`src/hdl/tknn_pkg.sv`:
```
// Package for the top-k nearest-neighbour selector: sizes, register indices,
// controller state type and the command/status structs between controller and datapath.
// No dependencies.
package tknn_pkg;

    localparam int CAPACITY = 32;
    localparam int IDX_W    = (CAPACITY > 1) ? $clog2(CAPACITY) : 1;
    localparam int CNT_W    = $clog2(CAPACITY + 1);

    localparam int NIDX_W   = 32;
    localparam int DIST_W   = 16;
    localparam int KEEP_W   = 6;
    localparam int CFG_W    = 16;
    localparam int CFG_IX_W = 2;

    localparam logic [CFG_IX_W-1:0] CFG_MAX_KEPT         = 2'd0;
    localparam logic [CFG_IX_W-1:0] CFG_THRESHOLD_ENABLE = 2'd1;
    localparam logic [CFG_IX_W-1:0] CFG_DISTANCE_LIMIT   = 2'd2;

    localparam logic [KEEP_W-1:0] MAX_KEPT_RESET       = 6'd32;
    localparam logic [DIST_W-1:0] DISTANCE_LIMIT_RESET = 16'hFFFF;

    typedef enum logic {
        ST_IDLE,
        ST_EMIT
    } state_t;

    typedef struct packed {
        logic insert;     // candidate transfer accepted
        logic close;      // that candidate is the last of the query
        logic shift_out;  // result transfer accepted
    } dp_cmd_t;

    typedef struct packed {
        logic remain_le_one;
    } dp_status_t;

endpackage

```
`src/hdl/tknn_ctrl.sv`:
```
// Controller of the top-k nearest-neighbour selector: collects candidates, then
// streams the kept list. Depends on tknn_pkg.
module tknn_ctrl (
    input  logic                   clk,
    input  logic                   rst_n,
    input  logic                   in_valid,
    input  logic                   last_neighbor,
    input  logic                   out_ready,
    input  tknn_pkg::dp_status_t   status,
    output logic                   in_ready,
    output logic                   out_valid,
    output tknn_pkg::dp_cmd_t      cmd
);
    import tknn_pkg::*;

    state_t state_reg;
    state_t state_next;

    always_ff @(posedge clk or negedge rst_n)
    begin
        if (!rst_n)
        begin
            state_reg <= ST_IDLE;
        end
        else
        begin
            state_reg <= state_next;
        end
    end

    always_comb
    begin
        state_next    = state_reg;
        in_ready      = 1'b0;
        out_valid     = 1'b0;
        cmd.insert    = 1'b0;
        cmd.close     = 1'b0;
        cmd.shift_out = 1'b0;
        case (state_reg)
            ST_IDLE:
            begin
                in_ready   = 1'b1;
                cmd.insert = in_valid;
                cmd.close  = in_valid && last_neighbor;
                if (in_valid && last_neighbor)
                begin
                    state_next = ST_EMIT;
                end
            end
            ST_EMIT:
            begin
                out_valid     = 1'b1;
                cmd.shift_out = out_ready;
                if (out_ready && status.remain_le_one)
                begin
                    state_next = ST_IDLE;
                end
            end
            default:
            begin
                state_next = ST_IDLE;
            end
        endcase
    end

    // A query never takes candidates while its results are being delivered.
    a_no_overlap: assert property (@(posedge clk) disable iff (!rst_n)
        !(in_ready && out_valid))
        else $error("input and output open together");

    // The last candidate is followed by at least one result in the next cycle.
    a_last_starts_output: assert property (@(posedge clk) disable iff (!rst_n)
        (in_valid && in_ready && last_neighbor) |=> out_valid)
        else $error("no result after the last candidate");

    // Once the final result is taken the block is ready for a new query.
    a_final_returns_idle: assert property (@(posedge clk) disable iff (!rst_n)
        (out_valid && out_ready && status.remain_le_one) |=> (in_ready && !out_valid))
        else $error("block did not return to collecting");

endmodule

```
`src/hdl/tknn_dpath.sv`:
```
// Datapath of the top-k nearest-neighbour selector: a row of compare-and-shift
// cells kept in ascending distance order, the fill count and the output count.
// Depends on tknn_pkg.
module tknn_dpath (
    input  logic                         clk,
    input  logic                         rst_n,
    input  tknn_pkg::dp_cmd_t            cmd,
    input  logic [tknn_pkg::NIDX_W-1:0]  neighbor_index,
    input  logic [tknn_pkg::DIST_W-1:0]  distance,
    input  logic [tknn_pkg::KEEP_W-1:0]  max_kept,
    input  logic                         threshold_enable,
    input  logic [tknn_pkg::DIST_W-1:0]  distance_limit,
    output logic [tknn_pkg::NIDX_W-1:0]  kept_index,
    output logic [tknn_pkg::DIST_W-1:0]  kept_distance,
    output logic                         last_result,
    output logic                         none_kept,
    output tknn_pkg::dp_status_t         status
);
    import tknn_pkg::*;

    logic [NIDX_W-1:0] idx_reg  [CAPACITY];
    logic [DIST_W-1:0] dist_reg [CAPACITY];
    logic [CNT_W-1:0]  fill_count_reg;
    logic [CNT_W-1:0]  fill_count_next;
    logic [CNT_W-1:0]  remain_reg;
    logic [CNT_W-1:0]  remain_next;

    logic [CNT_W-1:0]  lim;
    logic [CNT_W-1:0]  fill_trim;
    logic [CNT_W-1:0]  fill_ins;
    logic [CNT_W-1:0]  fill_eff;
    logic [IDX_W-1:0]  lim_m1;
    logic [CAPACITY-1:0] le;
    logic              passed;
    logic              drop;
    logic              do_write;

    // Keep limit: max_kept clipped to the capacity.
    always_comb
    begin
        if (7'(max_kept) > 7'(CAPACITY))
        begin
            lim = CNT_W'(CAPACITY);
        end
        else
        begin
            lim = CNT_W'(max_kept);
        end
        fill_trim = (fill_count_reg > lim) ? lim : fill_count_reg;
        lim_m1    = IDX_W'(lim - CNT_W'(1));
    end

    // Entries at or nearer than the candidate form a prefix of the sorted row.
    always_comb
    begin
        for (int j = 0; j < CAPACITY; j++)
        begin
            le[j] = (CNT_W'(j) < fill_trim) && (dist_reg[j] <= distance);
        end
    end

    always_comb
    begin
        passed = !(threshold_enable && (distance > distance_limit));
        drop   = (lim == '0) || le[lim_m1];
        if (lim == '0)
        begin
            fill_ins = '0;
        end
        else if (drop)
        begin
            fill_ins = fill_trim;
        end
        else if (fill_trim < lim)
        begin
            fill_ins = fill_trim + CNT_W'(1);
        end
        else
        begin
            fill_ins = fill_trim;
        end
        fill_eff = (cmd.insert && passed) ? fill_ins : fill_count_reg;
        do_write = cmd.insert && passed && !drop;
    end

    always_comb
    begin
        fill_count_next = fill_count_reg;
        remain_next     = remain_reg;
        if (cmd.close)
        begin
            fill_count_next = '0;
            remain_next     = (fill_eff > lim) ? lim : fill_eff;
        end
        else if (cmd.insert)
        begin
            fill_count_next = fill_eff;
        end
        else if (cmd.shift_out && (remain_reg != '0))
        begin
            remain_next = remain_reg - CNT_W'(1);
        end
    end

    always_ff @(posedge clk or negedge rst_n)
    begin
        if (!rst_n)
        begin
            fill_count_reg <= '0;
            remain_reg     <= '0;
        end
        else
        begin
            fill_count_reg <= fill_count_next;
            remain_reg     <= remain_next;
        end
    end

    // Each cell keeps its entry, takes the candidate, or takes its nearer
    // neighbour's entry; during output the row moves one place towards cell 0.
    for (genvar g = 0; g < CAPACITY; g++)
    begin : g_cell
        logic              take_new;
        logic [NIDX_W-1:0] idx_prev;
        logic [DIST_W-1:0] dist_prev;
        logic [NIDX_W-1:0] idx_succ;
        logic [DIST_W-1:0] dist_succ;

        if (g == 0)
        begin : g_head
            assign take_new  = !le[g];
            assign idx_prev  = idx_reg[g];
            assign dist_prev = dist_reg[g];
        end
        else
        begin : g_body
            assign take_new  = !le[g] && le[g-1];
            assign idx_prev  = idx_reg[g-1];
            assign dist_prev = dist_reg[g-1];
        end

        if (g == CAPACITY - 1)
        begin : g_tail
            assign idx_succ  = idx_reg[g];
            assign dist_succ = dist_reg[g];
        end
        else
        begin : g_inner
            assign idx_succ  = idx_reg[g+1];
            assign dist_succ = dist_reg[g+1];
        end

        always_ff @(posedge clk)
        begin
            if (cmd.shift_out)
            begin
                idx_reg[g]  <= idx_succ;
                dist_reg[g] <= dist_succ;
            end
            else if (do_write && !le[g])
            begin
                idx_reg[g]  <= take_new ? neighbor_index : idx_prev;
                dist_reg[g] <= take_new ? distance : dist_prev;
            end
        end
    end

    assign none_kept            = (remain_reg == '0);
    assign last_result          = (remain_reg <= CNT_W'(1));
    assign kept_index           = none_kept ? '0 : idx_reg[0];
    assign kept_distance        = none_kept ? '0 : dist_reg[0];
    assign status.remain_le_one = last_result;

    a_fill_bounded: assert property (@(posedge clk) disable iff (!rst_n)
        (fill_count_reg <= CNT_W'(CAPACITY)) && (remain_reg <= CNT_W'(CAPACITY)))
        else $error("count beyond capacity");

    // Closing a query empties the list for the next one.
    a_close_clears: assert property (@(posedge clk) disable iff (!rst_n)
        cmd.close |=> (fill_count_reg == '0))
        else $error("list not cleared at end of query");

    // A query is only closed by the transfer of its last candidate.
    a_close_with_insert: assert property (@(posedge clk) disable iff (!rst_n)
        cmd.close |-> cmd.insert)
        else $error("query closed without a candidate transfer");

endmodule

```
`src/hdl/top_k_nearest_neighbor_select_core.sv`:
```
// Top level of the top-k nearest-neighbour selector: configuration registers,
// controller and sorting datapath. Depends on tknn_pkg, tknn_ctrl and tknn_dpath.
// Candidates are taken one per cycle while collecting; each is sorted in on the same edge.
// After the last candidate the first result is offered in the next cycle, then one result
// per cycle while out_ready is high: min(fill, max_kept) results, or one empty-list result.
// A new query is taken in the cycle after the final result transfer.
// Reset (rst_n low, asynchronous) empties the list and restores the register defaults.
module top_k_nearest_neighbor_select_core (
    input  logic                           clk,
    input  logic                           rst_n,
    input  logic                           cfg_wr_en,
    input  logic [tknn_pkg::CFG_IX_W-1:0]  cfg_index,
    input  logic [tknn_pkg::CFG_W-1:0]     cfg_wdata,
    input  logic                           in_valid,
    output logic                           in_ready,
    input  logic [tknn_pkg::NIDX_W-1:0]    neighbor_index,
    input  logic [tknn_pkg::DIST_W-1:0]    distance,
    input  logic                           last_neighbor,
    output logic                           out_valid,
    input  logic                           out_ready,
    output logic [tknn_pkg::NIDX_W-1:0]    kept_index,
    output logic [tknn_pkg::DIST_W-1:0]    kept_distance,
    output logic                           last_result,
    output logic                           none_kept
);
    import tknn_pkg::*;

    logic [KEEP_W-1:0] max_kept_reg;
    logic              threshold_enable_reg;
    logic [DIST_W-1:0] distance_limit_reg;
    dp_cmd_t           cmd;
    dp_status_t        status;

    always_ff @(posedge clk or negedge rst_n)
    begin
        if (!rst_n)
        begin
            max_kept_reg         <= MAX_KEPT_RESET;
            threshold_enable_reg <= 1'b0;
            distance_limit_reg   <= DISTANCE_LIMIT_RESET;
        end
        else if (cfg_wr_en)
        begin
            case (cfg_index)
                CFG_MAX_KEPT:         max_kept_reg         <= cfg_wdata[KEEP_W-1:0];
                CFG_THRESHOLD_ENABLE: threshold_enable_reg <= cfg_wdata[0];
                CFG_DISTANCE_LIMIT:   distance_limit_reg   <= cfg_wdata[DIST_W-1:0];
                default:
                begin
                end
            endcase
        end
    end

    tknn_ctrl u_ctrl (
        .clk           (clk),
        .rst_n         (rst_n),
        .in_valid      (in_valid),
        .last_neighbor (last_neighbor),
        .out_ready     (out_ready),
        .status        (status),
        .in_ready      (in_ready),
        .out_valid     (out_valid),
        .cmd           (cmd)
    );

    tknn_dpath u_dpath (
        .clk              (clk),
        .rst_n            (rst_n),
        .cmd              (cmd),
        .neighbor_index   (neighbor_index),
        .distance         (distance),
        .max_kept         (max_kept_reg),
        .threshold_enable (threshold_enable_reg),
        .distance_limit   (distance_limit_reg),
        .kept_index       (kept_index),
        .kept_distance    (kept_distance),
        .last_result      (last_result),
        .none_kept        (none_kept),
        .status           (status)
    );

endmodule

```
`config.mk`:
```
export PLATFORM = sky130hd
export DESIGN_NAME = top_k_nearest_neighbor_select_core
export DESIGN_NICKNAME = d
export VERILOG_FILES = /design/src/hdl/tknn_pkg.sv /design/src/hdl/tknn_ctrl.sv /design/src/hdl/tknn_dpath.sv /design/src/hdl/top_k_nearest_neighbor_select_core.sv
export SDC_FILE = /design/constraint.sdc
export NUM_CORES = 2
export LEC_CHECK = 0
export BUFFER_PORTS_ARGS = -buffer_cell sky130_fd_sc_hd__buf_4
export CORE_MARGIN = 4
export CORE_UTILIZATION = 40
export CTS_BUF_LIST = sky130_fd_sc_hd__clkbuf_8
export DETAILED_ROUTE_END_ITERATION = 7
export GPL_TIMING_DRIVEN = 0
export PLACE_DENSITY = 0.59
export RECOVER_POWER = 50
export SLEW_MARGIN = 15
export SYNTH_ARGS = -nofsm -noshare
export SYNTH_HDL_FRONTEND = slang
export SYNTH_HIERARCHICAL = 1
export SYNTH_SLANG_ARGS = --single-unit
```
`constraint.sdc`:
```
create_clock -name clk -period 16.68 [get_ports clk]
set_clock_uncertainty 0.15 [all_clocks]
set_input_delay 0.834 -clock clk [delete_from_list [all_inputs] [get_ports clk]]
set_output_delay 0.834 -clock clk [all_outputs]
set_load 0.005 [all_outputs]
```
Word level (Yosys, flattened, before mapping). Memory sizes are Yosys's and may differ from the RTL's. Index checks and enable logic that the tools add are counted.

Bits in registers: 36. Bits in latches: 0. Bits in writable memories: 1536. Memory bits (read-only): 0. Input bits: 72. Output and inout bits: 52. Word-level logic and storage cells: 545. Memories: 2.

Memory list: u_dpath.idx_reg (depth 32, width 32, rd ports 32, clocked after memory_dff 0, wr ports 32, line tknn_dpath.sv:21) `logic [NIDX_W-1:0] idx_reg [CAPACITY];`; u_dpath.dist_reg (depth 32, width 16, rd ports 32, clocked after memory_dff 0, wr ports 32, line tknn_dpath.sv:22) `logic [DIST_W-1:0] dist_reg [CAPACITY];`.

Add/subtract/negate cells: 3. Multipliers: 0. Div/mod/pow operators: 0. $lt $le $gt $ge: 71. Equal/unequal tests: 3. Shift operators: 0. Mux-type cells: 249. Bitwise gates (word level): 65. Reduce and logical (&&, ||, !) cells: 146.

Operator list (number): two-way mux 32 bit (65); two-way mux 16 bit (65); <= comparator 16 bit (32); two-way mux 1 bit (104); logical AND 1 bit (101); < comparator 5 x 6 -> 1 bit, first input constant (16); two-way mux 6 bit (12); OR 1 bit (64); < comparator 4 x 6 -> 1 bit, first input constant (8); logical NOT 1 bit (34); < comparator 3 x 6 -> 1 bit, first input constant (4); greater-than comparator 16 bit (1); greater-than comparator 6 bit (2); logical NOT 6 bit (2); < comparator 1 x 6 -> 1 bit, first input constant (2); < comparator 2 x 6 -> 1 bit, first input constant (2); AND reduction 2 bit (4); adder 6 x 1 -> 6 bit, second input constant (1); greater-than comparator 6 bit, second input constant (1); <= comparator 6 x 1 -> 1 bit, second input constant (1); < comparator 5 x 6 -> 1 bit, second input constant (1); < comparator 6 bit (1); nonzero test 6 bit (1); subtractor 6 x 1 -> 6 bit, second input constant (1); other kinds (11) (12).

Longest topological paths before layout.
Depth in word-level cells: 16. Gate-level depth with buffers: 36. Mapped depth without buffers: 31.

Cells and area by module. Netlist, hierarchy kept.

Modules (own cells, without submodules): tknn_dpath (instances 1, cells each 8781, area each 91721.7 µm², seq. area each 46424.5 µm²); top_k_nearest_neighbor_select_core (instances 1, cells each 50, area each 950.9 µm², seq. area each 596.8 µm²); tknn_ctrl (instances 1, cells each 8, area each 67.6 µm², seq. area each 25.0 µm²).

Worst setup path before layout. OpenSTA, ideal clock, no wires.

Kind: flip-flop to flip-flop. Start: register max_kept_reg[2]. End: memory u_dpath.dist_reg[28][0], in the netlist u_dpath/dist_reg[1][192] (enable). Library setup time: 520 ps. Arrival time: 8384 ps. Required time: 16010 ps. Path slack: 7626 ps. Stages on the path, launching flop included: 26. Buffers on the path: 8. Period minus slack after synthesis: 9054 ps. Path through: dfrtp_1 buf_2 nor2b_1 buf_2 clkinv_1 ha_1 and4_4 o21a_4 o31ai_4 buf_4 clkbuf_1 o21ai_0 inv_1 ha_1 clkbuf_1 nor2_1 a41oi_1 a32oi_1 a211o_1 o211ai_1 o22ai_2 a21o_1 buf_6 buf_6 clkbuf_1 o21ai_0.

RTL lines: start: declaration (line top_k_nearest_neighbor_select_core.sv:28) `logic [KEEP_W-1:0] max_kept_reg;`; start signal: assignment (line top_k_nearest_neighbor_select_core.sv:45) `CFG_MAX_KEPT: max_kept_reg <= cfg_wdata[KEEP_W-1:0];`; end: declaration (line tknn_dpath.sv:22).

==> flow_summary.ini <==
[run_status]
status = complete, but fails checks
violations = design-rule violations, max-capacitance violations, max-slew violations

[synth]
synth-warning-count = 6
dominantRegCellSynth = sky130_fd_sc_hd__edfxtp_1
syn_inst = 8839
postSynthAreaPerCell_um2 = 10.5
number_of_flops_mapped_to_enable_cells_by_yosys = 1536
async_reset_ff_frac = 0.0229
ys_ff_latch = 1572
synthDistinctLibCells = 86
fraction_of_the_yosys_area_taken_by_sequential_cells = 0.507
post_synth_instance_area_um2 = 92700
synthesis.nets = 9463

[worst_setup_path]
timing.critical_path.to_type = flip-flop
crit_top_cell = sky130_fd_sc_hd__clkbuf_1
cp_slowest_stage_delay_ns = 1.35
timing.critical_path.fanout_max = 24
critical_path_required_ns = 17.25
start_kind = flip-flop
path_class = flip-flop to flip-flop
timing.critical_path.arrival_ns = 14.06
critical_path.slowest_cell = sky130_fd_sc_hd__a211oi_1

[floorplanning]
design.die.area_um2 = 240000
fp.dieH_um = 490
ioPinCount = 124
std_cell_rows = 176
initial_utilization = 0.403
core-area_um2 = 230000
chipWidth_um = 490

[sta]
fin_setup_tns_ns = 0
timing.fmax_mhz = 74.1
remaining_max_slew_budget_at_the_tightest_pin = -0.999
final-max-slew-violation-count = 192
final_period_utilization = 0.809
rsz0062_at_grt = false
hold_slack_ns = 0.106
period_needed_ns = 13.49
hold_violations = 0
tightest_pin_transition_ns = 2.97
report.final.setup_viol = 0

[placement]
port_buffers = 123
dp_hpwl_um = 270000
place.gp.congestion = 0.964

[cts]
clk_path_buf_depth = 4
cts_inserted_buffers = 299
clk-insertion-delay-late_ns = 1.05
tritoncts = yes
ctsRootBufferMaster = sky130_fd_sc_hd__clkbuf_8
htreeDepth = 5
tritoncts_num_sinks = 1572
clkTransAtPathRegs_ns = 0.05
post_cts_buffers = 0
post_cts_resized = 0

[global_routing]
grt_start_max_net_pins = 49
grt_pass1_vias = 78000
global_route_wire_length_before_repair_um = 498000
grt_use_total = 0.278
initial_antenna_violation_count = 19
grt_overflow = 0

[routing]
drt_wl_total_um = 343000
drt_pre_antenna_iters = 8
drc = 1
antenna_violating_nets_post_route = 0
via_per_inst = 6.05
detailroute.via_count = 76200
routedWlPerCell_um = 27.3
drtIter0Drc = 8530

[final_layout]
synthToLayoutAreaGrowth_pct = 12.1
fin_nets = 9973
layout.core_utilization = 0.451
fraction_of_layout_instances_using_a_drive_strength_above_1 = 0.0800
number_of_flip_flops_under_the_largest_register_name = 1024

[worst_hold_path]
hold_wc_path_type = input pin to flip-flop

[power]
power_per_cell_area_nw_per_um2 = 205
worst_ir_drop_vdd_v = 0.0000943
p_leak_nw = 41.9

[flow_run]
drv_cap = 11
==> path summary, 6_finish.rpt <==
kind                                                   from  slack, ns  cells past startpoint                                     to
worst max-delay path            max_kept_reg[5]$_DFFE_PN1P_       3.19                     26        u_dpath/idx_reg[0][7]$_DFFE_PP_
worst min-delay path                     neighbor_index[26]       0.11                      3       u_dpath/idx_reg[6][90]$_DFFE_PP_
worst max register to register  max_kept_reg[5]$_DFFE_PN1P_       3.19                     26        u_dpath/idx_reg[0][7]$_DFFE_PP_
worst min register to register  max_kept_reg[4]$_DFFE_PN0P_       0.36                      1            max_kept_reg[4]$_DFFE_PN0P_
max in group asynchronous                             rst_n      14.51                      2  u_dpath/fill_count_reg[2]$_DFFE_PN0P_
min in group asynchronous                             rst_n       0.77                      2            max_kept_reg[1]$_DFFE_PN0P_
==> layout by cell type (no fill, tap or decap), types with 16 or more instances in the layout <==
cell type / instances
sky130_fd_sc_hd__edfxtp_1: 1536
sky130_fd_sc_hd__and2_1: 29
sky130_fd_sc_hd__and3_1: 17
sky130_fd_sc_hd__nor2_1: 970
sky130_fd_sc_hd__a21o_1: 60
sky130_fd_sc_hd__clkinv_1: 72
sky130_fd_sc_hd__a221oi_1: 18
sky130_fd_sc_hd__dlygate4sd3_1: 30
sky130_fd_sc_hd__mux2_2: 95
sky130_fd_sc_hd__or3_1: 17
sky130_fd_sc_hd__clkbuf_8: 304
sky130_fd_sc_hd__dfrtp_1: 19
sky130_fd_sc_hd__o211ai_1: 34
sky130_fd_sc_hd__ha_1: 552
sky130_fd_sc_hd__buf_12: 29
sky130_fd_sc_hd__clkbuf_2: 18
sky130_fd_sc_hd__buf_16: 17
sky130_fd_sc_hd__mux2i_1: 1219
sky130_fd_sc_hd__nor3_1: 29
sky130_fd_sc_hd__and4_1: 21
sky130_fd_sc_hd__o21ai_1: 27
sky130_fd_sc_hd__a211oi_1: 37
sky130_fd_sc_hd__a21oi_1: 1080
sky130_fd_sc_hd__o21ai_0: 842
sky130_fd_sc_hd__nor2b_1: 43
sky130_fd_sc_hd__nand2_1: 945
sky130_fd_sc_hd__buf_4: 99
sky130_fd_sc_hd__nand4_1: 88
sky130_fd_sc_hd__buf_2: 65
sky130_fd_sc_hd__and2_0: 30
sky130_fd_sc_hd__inv_1: 193
sky130_fd_sc_hd__diode_2: 20
sky130_fd_sc_hd__clkbuf_1: 568
sky130_fd_sc_hd__nand3_1: 105
sky130_fd_sc_hd__dfstp_2: 16
sky130_fd_sc_hd__buf_1: 22
sky130_fd_sc_hd__clkbuf_4: 37
sky130_fd_sc_hd__o21a_1: 16
==> cell families after synthesis <==
kind of cell,share of synthesized area
flip-flops,0.507
multiplexers,0.145
AO/OA/AOI/OAI,0.131
XOR/XNOR,0.000944
buffers and inverters,0.0343
adder cells (fa/ha/maj),0.0745
AND/OR/NAND/NOR,0.107
==> stage by stage <==
stage          area [um^2]  setup slack, ns  total power [mW]  cells
2_1_floorplan        92700             7.63              14.3   8839
3_3_place_gp         97400            0.612              17.4  12000
3_5_place_dp         99100             6.27              17.7  12000
4_1_cts             105000             6.25              21.3  12600
5_1_grt             104000             3.00              22.5  12600
6_report            104000             3.19              21.3  12600
==> power breakdown <==
part           leakage (nW)  switching (mW)  internal [mW]  total (mW)
clock network          2.95            1.72           1.77        3.49
logic                  23.6            6.36           3.86        10.2
registers              15.3            1.09           6.51        7.59
total                  41.9            9.17           12.1        21.3
==> metal layers <==
layer,routed length (um),global-route usage,up-vias,share of wire
met5,28,0,-,0.000082
li1,-,-,33700,-
met4,13700,0.106,6,0.040
met2,153000,0.435,3645,0.45
met1,146000,0.379,38100,0.42
met3,30900,0.0567,723,0.090
==> layout make-up <==
class,instances,area (um^2)
antenna,20,50.0
buffer,680,2730
clock buffer,304,4180
clock inverter,197,956
fill,22100,126000
inverter,99,372
multi-input combinational,6488,42600
sequential,1572,47000
tap,3026,3790
timing repair buffer,209,2310
==> cells in the mapped netlist (all sizes together), types with 43 or more instances <==
cell / number / area share
nand3: 105 / 0.0057
nand2: 947 / 0.038
and2: 60 / 0.0041
inv: 96 / 0.0039
ha: 552 / 0.074
o21ai: 881 / 0.048
a21o: 67 / 0.0054
buf: 191 / 0.010
nor2: 970 / 0.039
clkbuf: 489 / 0.020
edfxtp: 1536 / 0.50
mux2i: 1219 / 0.13
nand4: 88 / 0.0059
a21oi: 1081 / 0.058
mux2: 105 / 0.013
nor2b: 43 / 0.0029
==> critical path: cells and delay by family, from the launching register on <==
family,cells,cell delay (ns)
buffers and inverters,12,6.47
AOI/OAI and AO/OA,8,4.58
and+or+nand+nor,4,0.96
adders and majority gates,2,0.53
DFF,1,0.44
==> timing repair <==
action,in CTS,in global routing
hold buffers,30,0
hold endpoints to repair,70,0
setup endpoints to repair,0,0
No activity file was read; power rests on OpenSTA's default activity.
